--- src/design/rtki_pkg.sv ---
// Shared types and constants for the ranked top-k insertion table.
package rtki_pkg;

    // Table geometry
    localparam int DEPTH    = 8;
    localparam int TAG_BITS = 16;
    localparam int IDX_W    = (DEPTH > 1) ? $clog2(DEPTH) : 1;

    // Fixed field widths
    localparam int CMD_W    = 2;
    localparam int SCORE_W  = 32;
    localparam int TIME_W   = 32;
    localparam int ETAG_W   = 16;
    localparam int RIDX_W   = 3;
    localparam int RANK_W   = 4;

    // Operation codes; code 3 is a no-op
    typedef enum logic [CMD_W-1:0] {
        CMD_INSERT = 2'd0,
        CMD_READ   = 2'd1,
        CMD_CLEAR  = 2'd2
    } cmd_t;

    // Sequencer states
    typedef enum logic [1:0] {
        ST_IDLE,
        ST_EXEC,
        ST_SCAN,
        ST_RESP
    } state_t;

    typedef struct packed {
        logic [CMD_W-1:0]   cmd;
        logic [SCORE_W-1:0] ins_score;
        logic [TIME_W-1:0]  new_time;
        logic [ETAG_W-1:0]  entry_tag;
        logic [RIDX_W-1:0]  read_index;
    } in_word_t;

    typedef struct packed {
        logic [RANK_W-1:0]  rank;
        logic [SCORE_W-1:0] read_score;
        logic [TIME_W-1:0]  read_time;
        logic [ETAG_W-1:0]  read_tag;
        logic [SCORE_W-1:0] best_score;
    } out_word_t;

    // One stored table slot
    typedef struct packed {
        logic [SCORE_W-1:0]  score;
        logic [TIME_W-1:0]   etime;
        logic [TAG_BITS-1:0] tag;
    } entry_t;

    // Sequencer to table controls
    typedef struct packed {
        logic             clear;
        logic             wr_en;
        logic [IDX_W-1:0] wr_addr;
        entry_t           wr_entry;
        logic [IDX_W-1:0] rd_addr;
    } tbl_ctrl_t;

endpackage

--- src/design/rtki_cmp.sv ---
// Shared rank comparator: does the candidate rank strictly above a slot.
module rtki_cmp (
    input  rtki_pkg::entry_t cand,
    input  rtki_pkg::entry_t slot,
    output logic             beats
);
    import rtki_pkg::*;

    // Higher score wins, smaller time breaks a tie
    always_comb
    begin
        beats = (cand.score > slot.score) ||
                ((cand.score == slot.score) && (cand.etime < slot.etime));
    end

endmodule

--- src/design/rtki_table.sv ---
// Slot storage for the ranked table: one read port, one write port, bulk clear.
module rtki_table (
    input  logic               clk,
    input  logic               rst_n,
    input  rtki_pkg::tbl_ctrl_t ctrl,
    output rtki_pkg::entry_t   rd_entry,
    output logic [31:0]        head_score
);
    import rtki_pkg::*;

    entry_t slots_reg [DEPTH];

    // Clear all slots or write one slot
    always_ff @(posedge clk or negedge rst_n)
    begin
        if (!rst_n)
        begin
            for (int i = 0; i < DEPTH; i++)
            begin
                slots_reg[i] <= '0;
            end
        end
        else if (ctrl.clear)
        begin
            for (int i = 0; i < DEPTH; i++)
            begin
                slots_reg[i] <= '0;
            end
        end
        else if (ctrl.wr_en)
        begin
            slots_reg[ctrl.wr_addr] <= ctrl.wr_entry;
        end
    end

    // Read port and head slot
    assign rd_entry   = slots_reg[ctrl.rd_addr];
    assign head_score = slots_reg[0].score;

endmodule

--- src/design/rtki_ctrl.sv ---
// Sequencer: accepts a word, walks the table bottom-up for inserts, registers the result.
module rtki_ctrl (
    input  logic                 clk,
    input  logic                 rst_n,
    input  logic                 in_valid,
    output logic                 in_ready,
    input  rtki_pkg::in_word_t   in_word,
    output logic                 out_valid,
    input  logic                 out_ready,
    output rtki_pkg::out_word_t  out_word,
    output rtki_pkg::tbl_ctrl_t  tbl,
    output rtki_pkg::entry_t     cand,
    input  rtki_pkg::entry_t     rd_entry,
    input  logic [31:0]          head_score,
    input  logic                 beats
);
    import rtki_pkg::*;

    state_t            state_reg, state_next;
    in_word_t          item_reg, item_next;
    logic [IDX_W-1:0]  k_reg, k_next;
    out_word_t         res_reg, res_next;
    logic              out_valid_reg, out_valid_next;
    out_word_t         out_word_reg, out_word_next;
    logic              read_in_range;
    logic              out_free;

    // Control registers
    always_ff @(posedge clk or negedge rst_n)
    begin
        if (!rst_n)
        begin
            state_reg     <= ST_IDLE;
            out_valid_reg <= 1'b0;
        end
        else
        begin
            state_reg     <= state_next;
            out_valid_reg <= out_valid_next;
        end
    end

    // Payload registers
    always_ff @(posedge clk)
    begin
        item_reg     <= item_next;
        k_reg        <= k_next;
        res_reg      <= res_next;
        out_word_reg <= out_word_next;
    end

    // Candidate entry built from the held word
    always_comb
    begin
        cand.score = item_reg.ins_score;
        cand.etime = item_reg.new_time;
        cand.tag   = TAG_BITS'(item_reg.entry_tag);
    end

    assign read_in_range = (int'(item_reg.read_index) < DEPTH);
    assign out_free      = !out_valid_reg || out_ready;

    // Next state and outputs
    always_comb
    begin
        state_next     = state_reg;
        item_next      = item_reg;
        k_next         = k_reg;
        res_next       = res_reg;
        out_word_next  = out_word_reg;
        out_valid_next = out_valid_reg && !out_ready;
        in_ready       = 1'b0;
        tbl.clear      = 1'b0;
        tbl.wr_en      = 1'b0;
        tbl.wr_addr    = k_reg;
        tbl.wr_entry   = cand;
        tbl.rd_addr    = k_reg;

        unique case (state_reg)
            ST_IDLE:
            begin
                in_ready = 1'b1;
                if (in_valid)
                begin
                    item_next = in_word;
                    k_next    = IDX_W'(DEPTH - 1);
                    res_next  = '0;
                    if (in_word.cmd == CMD_INSERT)
                    begin
                        state_next = ST_SCAN;
                    end
                    else
                    begin
                        state_next = ST_EXEC;
                    end
                end
            end

            ST_EXEC:
            begin
                // Read one slot, or clear the table; other codes do nothing
                tbl.rd_addr = IDX_W'(item_reg.read_index);
                if (item_reg.cmd == CMD_READ && read_in_range)
                begin
                    res_next.read_score = rd_entry.score;
                    res_next.read_time  = rd_entry.etime;
                    res_next.read_tag   = ETAG_W'(rd_entry.tag);
                end
                if (item_reg.cmd == CMD_CLEAR)
                begin
                    tbl.clear = 1'b1;
                end
                state_next = ST_RESP;
            end

            ST_SCAN:
            begin
                // Compare against slot k; shift it down or drop the candidate in below it
                if (beats)
                begin
                    if (k_reg != IDX_W'(DEPTH - 1))
                    begin
                        tbl.wr_en    = 1'b1;
                        tbl.wr_addr  = k_reg + IDX_W'(1);
                        tbl.wr_entry = rd_entry;
                    end
                    if (k_reg == '0)
                    begin
                        // Head beaten: the shift lands now, slot 0 is written in RESP
                        res_next.rank = '0;
                        state_next    = ST_RESP;
                    end
                    else
                    begin
                        k_next = k_reg - IDX_W'(1);
                    end
                end
                else
                begin
                    if (k_reg == IDX_W'(DEPTH - 1))
                    begin
                        res_next.rank = RANK_W'(DEPTH);
                    end
                    else
                    begin
                        tbl.wr_en     = 1'b1;
                        tbl.wr_addr   = k_reg + IDX_W'(1);
                        tbl.wr_entry  = cand;
                        res_next.rank = RANK_W'(k_reg) + RANK_W'(1);
                    end
                    state_next = ST_RESP;
                end
            end

            ST_RESP:
            begin
                // Finish a head insert while k still points at slot 0,
                // then hand the word to the output register
                if (item_reg.cmd == CMD_INSERT && res_reg.rank == '0 && k_reg == '0)
                begin
                    tbl.wr_en    = 1'b1;
                    tbl.wr_addr  = '0;
                    tbl.wr_entry = cand;
                    k_next       = IDX_W'(1);
                end
                else if (out_free)
                begin
                    out_word_next            = res_reg;
                    out_word_next.best_score = head_score;
                    out_valid_next           = 1'b1;
                    state_next               = ST_IDLE;
                end
            end

            default:
            begin
                state_next = ST_IDLE;
            end
        endcase
    end

    assign out_valid = out_valid_reg;
    assign out_word  = out_word_reg;

endmodule

--- src/design/ranked_topk_table_insert_unit.sv ---
// Top level of the ranked top-k insertion table.
//
//   channel | signals                          | word
//   --------+----------------------------------+-----------------------
//   input   | in_valid / in_ready / in_word    | rtki_pkg::in_word_t
//   output  | out_valid / out_ready / out_word | rtki_pkg::out_word_t
//
// An insert walks the table from the last slot upward through one shared
// comparator, one slot per cycle, shifting each beaten slot down as it goes.
// The result step writes slot 0 first when the entry lands there, then loads
// the output register, and the idle state takes the next word.
// Read, clear and the unused code pass through the execute and result steps
// before the next accept. Reset zeroes every slot at once. A result waiting in
// the output register does not block the next accept; the sequencer stalls
// only at its result step until that register frees.
module ranked_topk_table_insert_unit (
    input  logic                clk,
    input  logic                rst_n,
    input  logic                in_valid,
    output logic                in_ready,
    input  rtki_pkg::in_word_t  in_word,
    output logic                out_valid,
    input  logic                out_ready,
    output rtki_pkg::out_word_t out_word
);
    import rtki_pkg::*;

    tbl_ctrl_t    tbl;
    entry_t       cand;
    entry_t       rd_entry;
    logic [31:0]  head_score;
    logic         beats;

    rtki_ctrl u_ctrl (
        .clk        (clk),
        .rst_n      (rst_n),
        .in_valid   (in_valid),
        .in_ready   (in_ready),
        .in_word    (in_word),
        .out_valid  (out_valid),
        .out_ready  (out_ready),
        .out_word   (out_word),
        .tbl        (tbl),
        .cand       (cand),
        .rd_entry   (rd_entry),
        .head_score (head_score),
        .beats      (beats)
    );

    rtki_table u_table (
        .clk        (clk),
        .rst_n      (rst_n),
        .ctrl       (tbl),
        .rd_entry   (rd_entry),
        .head_score (head_score)
    );

    rtki_cmp u_cmp (
        .cand  (cand),
        .slot  (rd_entry),
        .beats (beats)
    );

endmodule
--- config.mk ---
export PLATFORM = sky130hd
export DESIGN_NAME = ranked_topk_table_insert_unit
export DESIGN_NICKNAME = d
export VERILOG_FILES = /design/src/design/rtki_pkg.sv /design/src/design/rtki_cmp.sv /design/src/design/rtki_table.sv /design/src/design/rtki_ctrl.sv /design/src/design/ranked_topk_table_insert_unit.sv
export SDC_FILE = /design/constraint.sdc
export NUM_CORES = 1
export LEC_CHECK = 0
export ABC_AREA = 0
export BUFFER_PORTS_ARGS = -buffer_cell sky130_fd_sc_hd__buf_4
export CAP_MARGIN = 15
export CORE_AREA = 3 3 329 331
export CTS_CLUSTER_DIAMETER = 150
export DETAILED_ROUTE_END_ITERATION = 8
export DIE_AREA = 0 0 332 334
export PLACE_DENSITY = 0.6
export SLEW_MARGIN = 20
export SYNTH_ARGS = -nofsm -noshare
export SYNTH_HDL_FRONTEND = slang
export SYNTH_SLANG_ARGS = --single-unit
--- constraint.sdc ---
create_clock -name clk -period 7 [get_ports clk]
set_input_delay 0.7 -clock clk [delete_from_list [all_inputs] [get_ports clk]]
set_output_delay 0.7 -clock clk [all_outputs]
set_load 0.02 [all_outputs]
==> impl_metrics.tcl <==
set metrics [dict create \
    status "completed" \
    io_pins 207 \
    setup_violations 0 \
    fill_cells 9434 \
    final_cells 4980 \
    rows 119 \
    syn_avg_cell_area_um2 12.59 \
    syn2layout_area_growth_pct 17.04 \
    synth_cells 3342 \
    ys_ff_latch 931 \
    insertion_delay_ns 0.69 \
    clock-root-buffer "clkbuf_16" \
    route.detailed.drc 0 \
    postCtsHoldBufs 0 \
    ys.flop_type "dfrtp_1" \
    worst-r2r-setup-slack_ns 0.58 \
    synth_nets 3504 \
    path_clk_slew_ns 0.06 \
    worstMarginPinSlew_ns 1.145 \
    drt-initial-drc-count 3881 \
    synthDistinctLibCells 61 \
    worstReg2RegStart "u_ctrl.state_reg[1]" \
    cts_setup_buffers 0 \
    fin_skew_ns 0.02750 \
    wl_met3_um 11200 \
    max_freq_ghz 0.1557 \
    finalCritPeriodShare_pct 91.72 \
    globalRouteOverflowTotal 0 \
    drt-wirelength-per-cell_um 27.49 \
    synth_area_um2 42080 \
    r2r_cells 16 \
    first_pass_iters 6 \
    grt_pass1_wl_um 209900 \
    seqCellArea_um2 24740 \
    peakVddDrop_v 0.0005933 \
    synth-edff-count 288 \
    rr_endpoint "u_table.slots_reg[415]" \
    startpoint_type "flop" \
    endpoint_kind "flop" \
    grt_use_total_pct 24.45 \
    multi_input_area_um2 16320 \
    final_hold_viol_count 0 \
    hp-class "in2async" \
    critPathKind "reg2reg" \
    yosysSeqAreaShare_pct 58.80 \
    fin_nets 3665 \
    async_reset_ff_share_pct 69.07 \
    finalSetupTns_ns 0 \
    antenna_found_initial 1 \
    cts.sinks 931 \
    place.gp.congestion 0.8022 \
    via_per_inst 6.422 \
    wl_met2_um 65200 \
    met1_length_um 56020 \
    powerDensity_nw_per_um2 562.3 \
    clockBufferDepth 3 \
    grt_max_degree 164 \
    dp_hpwl_um 76830 \
    wirelength_um 136900 \
    drv_cap 0 \
    slew_headroom_pct 23.67 \
    htreeDepth 3 \
    coreArea_um2 105400 \
    rsz0062_at_grt "no" \
    cts_tree "done" \
    portBuffers 206 \
    maxUsedRoutingLayer "met4" \
    die_y_um 334 \
    drive_above_1_share_pct 19.65 \
    leakage_nw 19.62 \
    ys_warn_count 0 \
    largest_register_ffs 608 \
    post_cts_resized 0 \
    period_minus_slack_ns 6.421 \
    start_util_pct 39.91 \
    die_area_um2 110900 \
    worstPathArrival_ns 7.01 \
    numCtsBuffers 100 \
    crit_fanout 48 \
    vias 31980 \
    die_w_um 332 \
    placed_cells 4791 \
    drtAntennaViolNets 0 \
    maxSlewViolCount 0 \
    grt_pass1_vias 32840 \
    critPathRequiredTime_ns 7.59 \
]
-- worst max-delay path by stage --
stage,from,end,slack (ns),cells after the start
after CTS,u_ctrl.state_reg[1],u_table.slots_reg[415],0.66,16
after detailed placement,u_ctrl.state_reg[1],u_table.slots_reg[415],0.66,16
final,u_ctrl.state_reg[1],u_table.slots_reg[415],0.58,16
after global placement,u_ctrl.state_reg[1],u_table.slots_reg[415],0.75,16
after floorplan,u_ctrl.k_reg[0],u_ctrl.out_word[0],0.27,7
after global routing,u_ctrl.state_reg[1],u_table.slots_reg[443],0.30,16
-- cell type report --
class,instances,area share [%]
inverters,17,0.1296
multi-input cells,2107,33.14
flip-flops and latches,931,50.24
well taps,1391,3.534
clock buffers,147,6.060
repair buffers,346,5.925
diodes,1,0.005082
clock inverters,40,0.9706
-- per-stage QoR --
stage | utilization [%] | power [mW] | setup slack [ns] | area (um2) | hold WS [ns]
after floorplan | - | 16.97 | 0.2685 | 42080 | 0.4003
after global placement | 43.41 | 21.88 | 0.7497 | 45760 | 0.4010
after detailed placement | 43.41 | 22.02 | 0.6643 | 45760 | 0.4052
after CTS | 46.69 | 27.65 | 0.6642 | 49220 | 0.1030
after global routing | 46.71 | 29.16 | 0.2960 | 49240 | 0.1280
final | 46.71 | 27.69 | 0.5794 | 49240 | 0.08718
-- power by group --
part	internal (mW)	switching (mW)	leakage (nW)	total, mW
Clock	3.32	2.25	1.71	5.56
Sequential	8.09	1.14	11.3	9.23
Combinational	4.37	8.52	6.58	12.9
Total	15.8	11.9	19.6	27.7
-- cell usage after synthesis (all sizes together), types with 7 or more instances --
library cell    n  area share, %
nand2         782            7.0
clkbuf        147            1.3
mux2i          85            2.0
dfrtp         643             38
inv            17           0.15
o21ai          63           0.77
nor3           49           0.58
a21oi          33           0.39
o211ai         17           0.30
nor2b          88            1.3
nand4          10           0.15
edfxtp        288             21
buf           140            1.7
or3            16           0.24
ha             73            2.2
a31oi           9           0.13
nor2           15           0.14
mux4          158            8.5
nand3          16           0.24
a22oi          43           0.77
o221ai        581             12
o31ai           7           0.12
-- metal layers --
metal	track usage [%]	vias up
li1	-	13390
met1	33.54	16510
met2	39.43	1762
met3	4.213	322
met4	8.561	0
met5	0	-
-- layout by cell type (no fill, tap or decap), types with 6 or more instances in the layout --
cell | netlist | layout
o211ai_1 | 17 | 17
edfxtp_1 | 288 | 288
o21ai_1 | 26 | 23
dfrtp_1 | 643 | 643
inv_1 | 17 | 17
nand4_1 | 10 | 10
bufinv_16 | 0 | 10
clkinv_1 | 0 | 6
clkinv_2 | 0 | 16
o31ai_1 | 7 | 7
o21ai_0 | 35 | 35
mux4_2 | 158 | 158
mux2i_1 | 85 | 83
nand2_1 | 782 | 779
a22oi_1 | 43 | 43
clkbuf_1 | 147 | 21
a21oi_1 | 33 | 32
or3_1 | 16 | 16
clkbuf_8 | 0 | 22
clkbuf_16 | 0 | 104
buf_4 | 9 | 320
nand3_1 | 12 | 8
nand3_4 | 0 | 8
nor2_1 | 14 | 12
o221ai_1 | 580 | 580
buf_12 | 0 | 25
nor3_1 | 49 | 49
ha_1 | 73 | 72
nor2b_1 | 88 | 88
-- worst max-delay path: stages (launching register included) --
cell	delay, ns
dfrtp_1	0.40
inv_1	0.15
ha_4	0.19
mux2i_4	0.43
buf_12	0.44
mux4_2	0.56
mux2i_1	0.25
ha_1	0.22
nand4_1	0.11
nor3_1	0.59
o21ai_0	0.18
o21ai_0	0.46
a22oi_1	0.31
o221ai_4	0.59
nand3_4	0.66
buf_4	0.50
o221ai_1	0.23
-- cells by family (layout without fill, tap and decap cells) --
family / count (synthesis) / in the layout / share of synthesized area, %
AO/OA/AOI/OAI: 784 / 784 / 15.23
adder cells (fa/ha/maj): 73 / 73 / 2.171
buffers and inverters: 304 / 550 / 3.140
flip-flops: 931 / 931 / 58.80
multiplexers: 244 / 244 / 10.51
other: 0 / 1 / 0
AND/OR/NAND/NOR: 1006 / 1006 / 10.16
Note: power is estimated with default switching activity, not from simulation.
